### src/rtl/core/lprt_pkg.sv
package lprt_pkg;

	// operation codes carried in the op field of a command word
	localparam logic [1:0] OP_INSERT = 2'd0;
	localparam logic [1:0] OP_LOOKUP = 2'd1;
	localparam logic [1:0] OP_CLEAR  = 2'd2;

	// status codes of a result word
	localparam logic [1:0] ST_OK       = 2'd0;
	localparam logic [1:0] ST_BAD_PLEN = 2'd1;
	localparam logic [1:0] ST_FULL     = 2'd2;

	localparam logic [7:0]  NO_REGION     = 8'hFF;
	localparam logic [7:0]  V6_MAX_PREFIX = 8'd128;
	localparam logic [7:0]  V4_MAX_PREFIX = 8'd32;
	localparam logic [31:0] V4_MASK       = 32'hFFFF_FFFF;

	typedef struct packed {
		logic [1:0]  op;
		logic        is_ipv6;
		logic [63:0] addr_hi;
		logic [63:0] addr_lo;
		logic [7:0]  prefix_len;
		logic [7:0]  region_tag;
	} in_word_t;

	typedef struct packed {
		logic [7:0] region_out;
		logic       matched;
		logic [1:0] status;
	} out_word_t;

	// one stored prefix
	typedef struct packed {
		logic        is_v6;
		logic [63:0] addr_hi;
		logic [63:0] addr_lo;
		logic [7:0]  prefix;
		logic [7:0]  region;
	} entry_t;

	// lookup probe walking the cell row, with the best match so far
	typedef struct packed {
		logic        valid;
		logic        is_v6;
		logic [63:0] addr_hi;
		logic [63:0] addr_lo;
		logic        matched;
		logic [7:0]  best_len;
		logic [7:0]  region;
	} probe_t;

endpackage

### src/rtl/core/lprt_cell.sv
module lprt_cell #(
	parameter int ENTRIES = 64,
	parameter int INDEX   = 0
) (
	input  logic                                      clk,
	input  logic                                      arst_n,
	input  logic                                      wr_en,
	input  logic [((ENTRIES > 1) ? $clog2(ENTRIES) : 1)-1:0] wr_idx,
	input  lprt_pkg::entry_t                          wr_entry,
	input  logic [$clog2(ENTRIES + 1)-1:0]            count,
	input  lprt_pkg::probe_t                          probe_in,
	output lprt_pkg::probe_t                          probe_out
);
	import lprt_pkg::*;

	localparam int IDX_W = (ENTRIES > 1) ? $clog2(ENTRIES) : 1;
	localparam int CNT_W = $clog2(ENTRIES + 1);

	entry_t      entry_q;
	probe_t      probe_s1;
	probe_t      probe_nxt;
	logic [63:0] mask_hi;
	logic [63:0] mask_lo;
	logic        active;
	logic        hit;

	// hold the entry; written once per insert at this slot
	always_ff @(posedge clk) begin
		if (wr_en && (wr_idx == IDX_W'(INDEX))) begin
			entry_q <= wr_entry;
		end
	end

	assign active = (CNT_W'(INDEX) < count);

	// prefix mask: bit 127 of the 128-bit address is the top of addr_hi
	always_comb begin
		for (int j = 0; j < 64; j++) begin
			if (entry_q.is_v6) begin
				mask_hi[j] = (8'(63 - j) < entry_q.prefix);
				mask_lo[j] = (8'(127 - j) < entry_q.prefix);
			end else begin
				mask_hi[j] = 1'b0;
				mask_lo[j] = (j < 32) && (8'((31 - j) & 8'hFF) < entry_q.prefix);
			end
		end
	end

	assign hit = active && (entry_q.is_v6 == probe_in.is_v6) &&
		(((entry_q.addr_hi ^ probe_in.addr_hi) & mask_hi) == 64'd0) &&
		(((entry_q.addr_lo ^ probe_in.addr_lo) & mask_lo) == 64'd0);

	// strictly longer wins, so on a tie the earlier slot keeps the match
	always_comb begin
		probe_nxt = probe_in;
		if (hit && (!probe_in.matched || (entry_q.prefix > probe_in.best_len))) begin
			probe_nxt.matched  = 1'b1;
			probe_nxt.best_len = entry_q.prefix;
			probe_nxt.region   = entry_q.region;
		end
	end

	always_ff @(posedge clk or negedge arst_n) begin
		if (!arst_n) begin
			probe_s1 <= '0;
		end else begin
			probe_s1 <= probe_nxt;
		end
	end

	assign probe_out = probe_s1;

endmodule

### config.mk
export PLATFORM = sky130hd
export DESIGN_NAME = lprt_cell
export DESIGN_NICKNAME = d
export VERILOG_FILES = /design/src/rtl/core/lprt_pkg.sv /design/src/rtl/core/lprt_cell.sv
export SDC_FILE = /design/constraint.sdc
export NUM_CORES = 1
export LEC_CHECK = 0
export ABC_AREA = 1
export BUFFER_PORTS_ARGS = -buffer_cell sky130_fd_sc_hd__buf_2
export CAP_MARGIN = 20
export CORE_MARGIN = 2
export CORE_UTILIZATION = 36
export DETAILED_ROUTE_END_ITERATION = 16
export GPL_TIMING_DRIVEN = 1
export HOLD_SLACK_MARGIN = 0.08
export SLEW_MARGIN = 0
export SYNTH_ARGS = -nofsm -noshare
export SYNTH_HDL_FRONTEND = slang
export SYNTH_SLANG_ARGS = --single-unit
### constraint.sdc
create_clock -name clk -period 2.05 [get_ports clk]
set_input_delay 0.3075 -clock clk [delete_from_list [all_inputs] [get_ports clk]]
set_output_delay 0.3075 -clock clk [all_outputs]
set_load 0.01 [all_outputs]
==> results.ini, run 1 <==
[power]
pwr-share-comb_pct=12.6
ir_drop_uv=700
cellLeakagePower_nw=10.2
power.clock.fraction_pct=40.4
p_sw_share_pct=23.3
p_int_w=0.0104
seq_power_share_pct=47.0
p_sw_w=0.00317
cellPowerDensity_nw_per_um2=629

[grt]
grtUsageTotal_pct=26.1
grt_antenna_before_repair=0
grt_pass1_wl_um=75700
grt_pass1_vias=13600
grt_max_degree=88
grt_overflow=0

[drt]
vias=13000
ant_nets=0
drt_iter0_markers=809
drc_errors=0
routed_wl_um=50800
routed_via_density=4.79
wl_per_cell_um=18.7
firstDrtPassIters=5

[critical_path]
path_max_fanout=17
criticalPathCategory=reg2reg
crit_required_ps=2490
cp.arrival_ps=3050
start_kind=flip-flop
endpoint_kind=flip-flop

[sta]
setup_ws_ps=-563
slew-limit-headroom_pct=58.7
slew_violations=0
grt_setup_unrepaired=true
fin_crit_ps=2610
finalHoldViolCount=0
fin_worst_skew_ps=9.96
post-route-period-util_pct=127
worst_pin_slew_ps=619
holdWs_ps=285
max_freq_mhz=383
finalSetupViolations=17

[synth]
synth_cell_type_count=36
synth_area_per_cell_um2=9.87
synth_seq_cells=292
synth_nets=1645
syn_area_um2=13100
ys_warn_count=0
synthArstFlopShare_pct=50.3
synth_edf_count=145
ys.flop_type=dfrtp_1
seq_area_frac_synth_pct=61.3
synthCells=1329

[hold_path]
hold_class=in2async

[floorplan]
die_w_um=195
core_area_um2=35700
initial_core_util_pct=36.7
die_area_um2=38000
io_pins=455
placementRows=69
die_y_um=195

[final_layout]
nNetsFinal=2551
final_layout_size_suffix_gt1_share_pct=33.6
layout.cells.non_filler=2720
antennaDiodeCount=0
area_growth_pct=64.6
final_cell_mix=nand2_1 (463), buf_2 (453), dlygate4sd3_1 (293), dfrtp_1 (147), edfxtp_1 (145)
layout_commonest_cell=nand2_1

[outcome]
outcome=finished with violations
violations=negative setup slack

[clocking]
clk_latency_ps=560
tritoncts=built
cts-root-buf=clkbuf_16
ctsLongestPathBuffers=3
numCtsBuffers=31
cts.sinks=292
cts.clk_slew.worst_paths_ps=60
htree_levels=1

[place]
port_buffers=454
gp_congestion=0.985
dp_hpwl_um=36300
place_inst=2344
place_ws_ps=-640

[flow_run]
drv_cap=0

[cell families after synthesis]
group	synth area share [%]
buffers and inverters	3.19
and+or+nand+nor	25.5
AOI/OAI and AO/OA	1.16
adders and majority gates	0.763
DFF	61.3
xor gates and xnor gates	8.08
[repair_timing]
action / 4_1_cts / 5_1_grt
pin swaps: 8 / 26
setup buffers: 11 / 10
gates resized for setup: 20 / 86
setup endpoints to repair: 17 / 17
cloned: 0 / 5
hold buffers: 293 / 0
endpoints found under the hold margin: 336 / 0
[final timing paths]
| kind | start | endpoint | slack [ps] | cells after the start |
|---|---|---|---|---|
| hold reg to reg | entry_q[0]$_DFFE_PP_ | probe_out[0]$_DFF_PN0_ | 500 | 2 |
| setup / recovery | entry_q[13]$_DFFE_PP_ | probe_out[16]$_DFF_PN0_ | -560 | 13 |
| max in group asynchronous | arst_n | probe_out[87]$_DFF_PN0_ | 1120 | 3 |
| min in group clk | probe_in[146] | probe_out[146]$_DFF_PN0_ | 410 | 2 |
| setup reg to reg | entry_q[13]$_DFFE_PP_ | probe_out[16]$_DFF_PN0_ | -560 | 13 |
| hold / removal | arst_n | probe_out[26]$_DFF_PN0_ | 280 | 2 |
[power groups by stage]
stage                     Combinational, W  Clock, W  Sequential [W]
after floorplan                   0.000347         0         0.00658
after global placement             0.00121         0         0.00649
after detailed placement           0.00122         0         0.00649
after CTS                          0.00168   0.00556         0.00638
after global routing               0.00186   0.00579         0.00639
final                              0.00171   0.00548         0.00638
[cell usage after synthesis (2+ instances only)]
library cell  number  area share, %
nand2_2            9           0.43
o21ai_0            9           0.34
nand3_1           77            2.9
o21ai_1            3           0.11
edfxtp_1         145             33
inv_2              4           0.11
a21boi_0           2           0.11
nand3b_1           2           0.11
buf_6              2           0.17
nor2_1           108            3.1
buf_4              7           0.40
dfrtp_1          147             28
buf_2             15           0.57
a21oi_1           11           0.42
nor2_2             6           0.29
inv_1             50            1.4
nand4_1           83            4.0
clkbuf_1           4           0.11
buf_1             11           0.31
ha_1               8           0.76
xor2_1           117            7.8
xnor2_1            4           0.27
nand2_1          491             14
nor2_4             2           0.17
[critical path, stage by stage, from the launching register on]
cell and delay, ps:
edfxtp_1 540, nand2_1 220, nor2_1 310, inv_1 160
o21ai_0 290, nand3_1 200, nand2_1 110, nor2_1 50
nand2_1 80, nor2_1 50, nand2_1 100, nor2_4 50
buf_12 150, a21o_1 190
[area by class of cell]
type	instances	area [um2]
clock buffer	40	851
clock inverter	17	143
fill	2925	14200
inverter	56	223
multi-input combinational	942	4950
sequential	292	8030
tap	461	577
timing repair buffer	912	6810
[state kept, by name (all words and copies together) (netlist names)]
name and count:
probe_out 147, entry_q 145
[stage by stage]
step	util, %	power, W	instance area [um2]	setup TNS (ps)
after floorplan	-	0.00692	13200	-11660
after global placement	47.7	0.00769	17000	-9950
after detailed placement	47.7	0.00771	17000	-10310
after CTS	59.1	0.0136	21100	-7290
after global routing	60.4	0.0140	21600	-10410
final	60.4	0.0136	21600	-8750
[routing by layer]
metal	part of all wire [%]	GRT usage, %	wire [um]	vias to the layer above
met3	5.4	3.14	2730	110
met5	0	0	0	-
met1	39	30.9	19800	6187
met2	52	48.4	26300	526
li1	-	-	-	6212
met4	3.8	9.56	1950	0
Power figures use the tool's default switching activity.
==> run 2: changes to the inputs <==
--- a/config.mk
+++ b/config.mk
@@ -9,10 +9,11 @@
 export BUFFER_PORTS_ARGS = -buffer_cell sky130_fd_sc_hd__buf_2
 export CAP_MARGIN = 20
 export CORE_MARGIN = 2
-export CORE_UTILIZATION = 36
+export CORE_UTILIZATION = 40
 export DETAILED_ROUTE_END_ITERATION = 16
 export GPL_TIMING_DRIVEN = 1
 export HOLD_SLACK_MARGIN = 0.08
+export PLACE_DENSITY = 0.66
 export SLEW_MARGIN = 0
 export SYNTH_ARGS = -nofsm -noshare
 export SYNTH_HDL_FRONTEND = slang
==> constraint.sdc (replaced) <==
create_clock -name clk -period 2.7 [get_ports clk]
set_input_delay 0.135 -clock clk [delete_from_list [all_inputs] [get_ports clk]]
set_output_delay 0.135 -clock clk [all_outputs]
set_load 0.01 [all_outputs]
==> results.ini, run 2 (synthesized netlist as in run 1, its figures left out) <==
[final_layout]
final_layout_size_suffix_gt1_share_pct=27.8  ; -5.9 points
final_cell_mix=nand2_1 (484), buf_2 (453), dlygate4sd3_1 (293), dfrtp_1 (147), edfxtp_1 (145)
multi_input_area_um2=4720  ; -4.7%
seqCellArea_um2=8030  ; unchanged
area_growth_pct=54.8
nNetsFinal=2443  ; -4.2%
layout.cells.non_filler=2594  ; -4.6%
layout_commonest_cell=nand2_1
final_util_pct=62.7  ; +2.3 points
largest_reg_flops=147  ; unchanged
n_fill_cell=2607  ; -11%

[place]
place_ws_ps=-51.6  ; +588 ps
place_inst=2238  ; -4.5%
gp_congestion=0.982  ; -0.29%
dp_hpwl_um=34300  ; -5.6%
port_buffers=454  ; unchanged

[clocking]
cts.clk_slew.worst_paths_ps=70  ; about the same
clk_latency_ps=570  ; about the same
cts-root-buf=clkbuf_16
numCtsBuffers=30  ; -3.2%
cts.sinks=292  ; unchanged
ctsLongestPathBuffers=3  ; unchanged
tritoncts=built
htree_levels=1  ; unchanged

[critical_path]
path_max_fanout=12  ; -5
r2r-start=entry_q[13]$_DFFE_PP_
cp.arrival_ps=3050  ; about the same
criticalPathCategory=reg2reg
endpoint_kind=flip-flop
crit_required_ps=3200  ; +710 ps
critPathLaunch=entry_q[13]$_DFFE_PP_
start_kind=flip-flop

[drt]
routed_wl_um=49600  ; -2.5%
drt_iter0_markers=1155  ; +43%
wl_per_cell_um=19.1  ; +2.3%
ant_nets=0  ; unchanged
firstDrtPassIters=8  ; +3
vias=12800  ; -1.6%
drc_errors=0  ; unchanged
routed_via_density=4.95  ; +3.2%

[power]
cellLeakagePower_nw=9.56  ; -6.0%
cellPowerDensity_nw_per_um2=515  ; -18%
ir_drop_uv=645  ; -7.9%
p_total_w=0.0105  ; -23%

[outcome]
outcome=finished, final reports clean

[sta]
finalHoldViolCount=0  ; unchanged
max_freq_mhz=391  ; +2.2%
slew_violations=0  ; unchanged
setup_ws_ps=144  ; +707 ps
post-route-period-util_pct=94.7  ; -33 points
fin_crit_ps=2560  ; -56.6 ps
worst_pin_slew_ps=930  ; +310 ps
fin_worst_skew_ps=14.7  ; +4.76 ps
slew-limit-headroom_pct=37.8  ; -21 points
finalSetupViolations=0  ; -17

[floorplan]
io_pins=455  ; unchanged
core_area_um2=32400  ; -9.4%
placementRows=66  ; -4.3%
initial_core_util_pct=40.5  ; +3.8 points
die_w_um=185  ; -5.0%
die_area_um2=34200  ; -9.8%
die_y_um=185  ; -5.0%

[grt]
grt_max_degree=99  ; +13%
grt_pass1_wl_um=72500  ; -4.3%
grtUsageTotal_pct=28.1  ; +2.0 points
grt_overflow=0  ; unchanged
grt_pass1_vias=13400  ; -1.1%
grt_antenna_before_repair=2  ; +2

[hold_path]
hold_class=in2async

[flow_run]
drv_cap=0  ; unchanged

[run 2: cell count changes in the layout (fill, tap and decap cells not counted), moves of 9 or more]
cell,change
buf_4,-84
buf_12,-9
nor2_1,+17
nand2_2,-15
nand2_1,+21
buf_6,-11
nor2_2,-9
[run 2: critical path, stage by stage (launching register included)]
cell	delay, ps
edfxtp_1	530
nor2_2	270
nand2_4	120
clkinv_2	180
nand2_2	110
nand2_1	90
nand2_1	80
nand2_1	120
nand2_1	60
nor2_1	100
nand2_1	60
nor2_1	160
nand2_2	160
nor2_4	240
nand4_1	120
nand2_1	80
[run 2: path summary, 6_finish.rpt]
path	cells after the start	slack, ps	endpoint
worst max-delay path	15	140	probe_out[4]$_DFF_PN0_
worst min-delay path	2	160	probe_out[22]$_DFF_PN0_
worst max register to register	15	140	probe_out[4]$_DFF_PN0_
worst min register to register	2	500	probe_out[0]$_DFF_PN0_
max in group asynchronous	3	1740	probe_out[68]$_DFF_PN0_
min in group clk	2	240	probe_out[91]$_DFF_PN0_
[run 2: through the flow]
stage | setup TNS, ps | hold slack [ps] | cell area [um2]
global route | -19.9 | 221 | 20300
floorplan | 0 | -161 | 13100
detailed placement | -219 | 171 | 16200
CTS | 0 | 149 | 20200
global placement | -835 | 165 | 16200
finish | 0 | 155 | 20300
[run 2: timing repair]
action	CTS	global route
hold buffers	293	0
pin swaps	0	1
endpoints found under the hold margin	373	0
resized for setup	1	18
buffers inserted	0	4
setup endpoints to repair	16	17
cloned	0	2
[run 2: area by class of cell]
type / count / share of cell area (%)
diodes: 2 / 0.0247
clock buffers: 41 / 4.20
clock inverters: 14 / 0.844
inverters: 56 / 1.05
multi-input cells: 944 / 23.2
flip-flops and latches: 292 / 39.6
well taps: 442 / 2.72
repair buffers: 803 / 28.3
[run 2: metal layers]
layer  wire length (um)  part of all wire, %  track usage [%]
met5                 11                0.022                0
met4               1670                  3.4             9.75
met3               3360                  6.8             4.05
met2              26400                   53             53.3
met1              18100                   37             32.1
[run 2: power breakdown]
part	leakage [nW]	total (W)	switching (W)	internal (W)
combinational	6.03	0.00125	0.000598	0.000652
sequential	3.02	0.00485	0.0000434	0.00481
clock	0.507	0.00436	0.00178	0.00258
==> run 3: changes to the inputs <==
--- a/config.mk
+++ b/config.mk
@@ -13,6 +13,7 @@
 export DETAILED_ROUTE_END_ITERATION = 16
 export GPL_TIMING_DRIVEN = 1
 export HOLD_SLACK_MARGIN = 0.08
+export MAX_ROUTING_LAYER = met4
 export PLACE_DENSITY = 0.66
 export SLEW_MARGIN = 0
 export SYNTH_ARGS = -nofsm -noshare
==> results.ini, run 3 (synthesized netlist as in run 1, its figures left out) <==
[critical_path]
cp.arrival_ps=3000  ; -50 ps
path_cells=inv_2, nand2_1, nor2_2, buf_6, nand2_1, nand2_1, nand2_1, nor2_1, nand4_1, nand2_1, nand2_1, nor2_2, nand4_4, buf_12, nand2_1, nand2_1
path_max_fanout=16  ; +4
slowest_delay_ps=460  ; -70 ps
endpoint_kind=flip-flop
start_kind=flip-flop
cp_top_family=simple AND/OR/NAND/NOR gates
criticalPathCategory=reg2reg
crit_top_cell=nand2_1
cp_num_buf_inv=3  ; +2
crit_slowest_cell=edfxtp_1
crit_required_ps=3170  ; -30 ps

[floorplan]
die_area_um2=34200  ; unchanged
io_pins=455  ; unchanged
placementRows=66  ; unchanged
die_w_um=185  ; unchanged
core_area_um2=32400  ; unchanged
die_y_um=185  ; unchanged
initial_core_util_pct=40.5  ; unchanged

[place]
place_area_um2=16200  ; -0.12%
port_buffers=454  ; unchanged
place_inst=2237  ; -0.045%
place_ws_ps=-109  ; -57.5 ps
dp_hpwl_um=34500  ; +0.87%
gp_congestion=0.983  ; about the same

[grt]
grtUsageTotal_pct=29.5  ; +1.4 points
grt_pass1_vias=13300  ; -0.93%
grt_max_degree=99  ; unchanged
grt_overflow=0  ; unchanged
grt_antenna_before_repair=1  ; -1
grt_pass1_wl_um=73700  ; +1.6%

[power]
cellLeakagePower_nw=9.55  ; about the same
pwr-share-comb_pct=12.1  ; +0.2 points
seq_power_share_pct=47.1  ; +0.8 points
cellPowerDensity_nw_per_um2=507  ; -1.7%
p_int_w=0.00785  ; -2.3%
p_sw_share_pct=23.7  ; +0.57 points
power.clock.fraction_pct=40.8  ; -0.9 points
p_sw_w=0.00244  ; +0.77%
ir_drop_uv=523  ; -19%

[sta]
grt_setup_unrepaired=false
worst_pin_slew_ps=578  ; -352 ps
holdWs_ps=90.3  ; -64.9 ps
fin_worst_skew_ps=34.2  ; +19.4 ps
fin_crit_ps=2530  ; -24.4 ps
slew-limit-headroom_pct=61.4  ; +24 points
setup_ws_ps=168  ; +24.4 ps
post-route-period-util_pct=93.8  ; -0.90 points
setup_tns_ps=0  ; unchanged
finalHoldViolCount=0  ; unchanged
finalSetupViolations=0  ; unchanged
slew_violations=0  ; unchanged
max_freq_mhz=395  ; +0.96%

[final_layout]
n_fill_cell=2623  ; +0.61%
area_growth_pct=54.9  ; about the same
final_cell_mix=nand2_1 (484), buf_2 (453), dlygate4sd3_1 (293), dfrtp_1 (147), edfxtp_1 (145)
final_layout_size_suffix_gt1_share_pct=28.1  ; +0.38 points
layout_commonest_cell=nand2_1
layout.cells.non_filler=2599  ; +0.19%
finish.instance_area_um2=20300  ; about the same
largest_reg_flops=147  ; unchanged
nNetsFinal=2445  ; +0.082%

[drt]
firstDrtPassIters=6  ; -2
wl_per_cell_um=19.3  ; +0.87%
ant_nets=0  ; unchanged
vias=12700  ; -1.0%
drc_errors=0  ; unchanged
routed_wl_um=50100  ; +1.1%
drt_iter0_markers=1076  ; -6.8%
routed_via_density=4.89  ; -1.2%

[clocking]
cts.sinks=292  ; unchanged
numCtsBuffers=31  ; +3.3%
tritoncts=built
cts-root-buf=clkbuf_16
htree_levels=1  ; unchanged
ctsLongestPathBuffers=3  ; unchanged
clk_latency_ps=590  ; +20 ps
cts.clk_slew.worst_paths_ps=60  ; about the same

[flow_run]
drv_cap=0  ; unchanged

[hold_path]
hold_class=in2async

[outcome]
outcome=finished, final reports clean

run 3: cell types whose count changed in the layout (fill, tap and decap cells not counted), sizes merged:
cell	before	now
bufinv	4	0
clkbuf	41	45
inv	54	57
diode	2	4
buf	510	511
clkinv	12	11
run 3: cell type report:
cell class / instances / area [um2] / area share, %
Multi-Input combinational cell: 944 / 4740 / 23.3
Clock buffer: 45 / 931 / 4.58
Clock inverter: 12 / 76.3 / 0.376
Inverter: 56 / 214 / 1.05
Antenna cell: 4 / 10.0 / 0.0493
Timing Repair Buffer: 804 / 5760 / 28.3
Tap cell: 442 / 553 / 2.72
Sequential cell: 292 / 8030 / 39.5
run 3: worst register-to-register path, stage by stage (launching register included):
cell and delay, ps:
edfxtp_1 460, inv_2 150, nand2_1 130, nor2_2 250, buf_6 200, nand2_1 110
nand2_1 70, nand2_1 40, nor2_1 140, nand4_1 140, nand2_1 80, nand2_1 60
nor2_2 170, nand4_4 130, buf_12 170, nand2_1 60, nand2_1 60
run 3: final timing paths:
| check | startpoint | endpoint | slack, ps | cells past startpoint |
|---|---|---|---|---|
| hold reg to reg | entry_q[0]$_DFFE_PP_ | probe_out[0]$_DFF_PN0_ | 500 | 2 |
| min in group clk | wr_idx[3] | entry_q[79]$_DFFE_PP_ | 190 | 3 |
| setup reg to reg | entry_q[15]$_DFFE_PP_ | probe_out[1]$_DFF_PN0_ | 170 | 16 |
| max in group asynchronous | arst_n | probe_out[109]$_DFF_PN0_ | 1790 | 3 |
| hold / removal | arst_n | probe_out[1]$_DFF_PN0_ | 90 | 2 |
| setup / recovery | entry_q[15]$_DFFE_PP_ | probe_out[1]$_DFF_PN0_ | 170 | 16 |
run 3: metal layers:
metal / vias up / GRT usage, % / share of wire, %
met4: 0 / 9.56 / 3.3
met2: 606 / 53.7 / 53
met5: - / - / 0
met1: 5968 / 33.2 / 37
met3: 130 / 4.36 / 6.6
li1: 5997 / - / -
run 3: timing repair:
action | 4_1_cts | 5_1_grt
setup endpoints to repair | 16 | 17
gates resized for setup | 1 | 25
gates cloned | 0 | 2
hold buffers | 293 | 0
setup buffers | 1 | 5
pin swaps | 1 | 5
endpoints found under the hold margin | 439 | 0
run 3: metrics by stage:
step	power (W)	util [%]
5_1_grt	0.0107	62.7
3_3_place_gp	0.00580	50.1
4_1_cts	0.0103	62.4
3_5_place_dp	0.00582	50.1
2_1_floorplan	0.00526	-
6_report	0.0103	62.8
run 3: power groups by stage:
stage | registers (W) | logic [W] | clock network [W]
after global placement | 0.00493 | 0.000875 | 0
final | 0.00485 | 0.00125 | 0.00419
after floorplan | 0.00499 | 0.000262 | 0
after global routing | 0.00486 | 0.00136 | 0.00445
after detailed placement | 0.00493 | 0.000886 | 0
after CTS | 0.00484 | 0.00123 | 0.00424
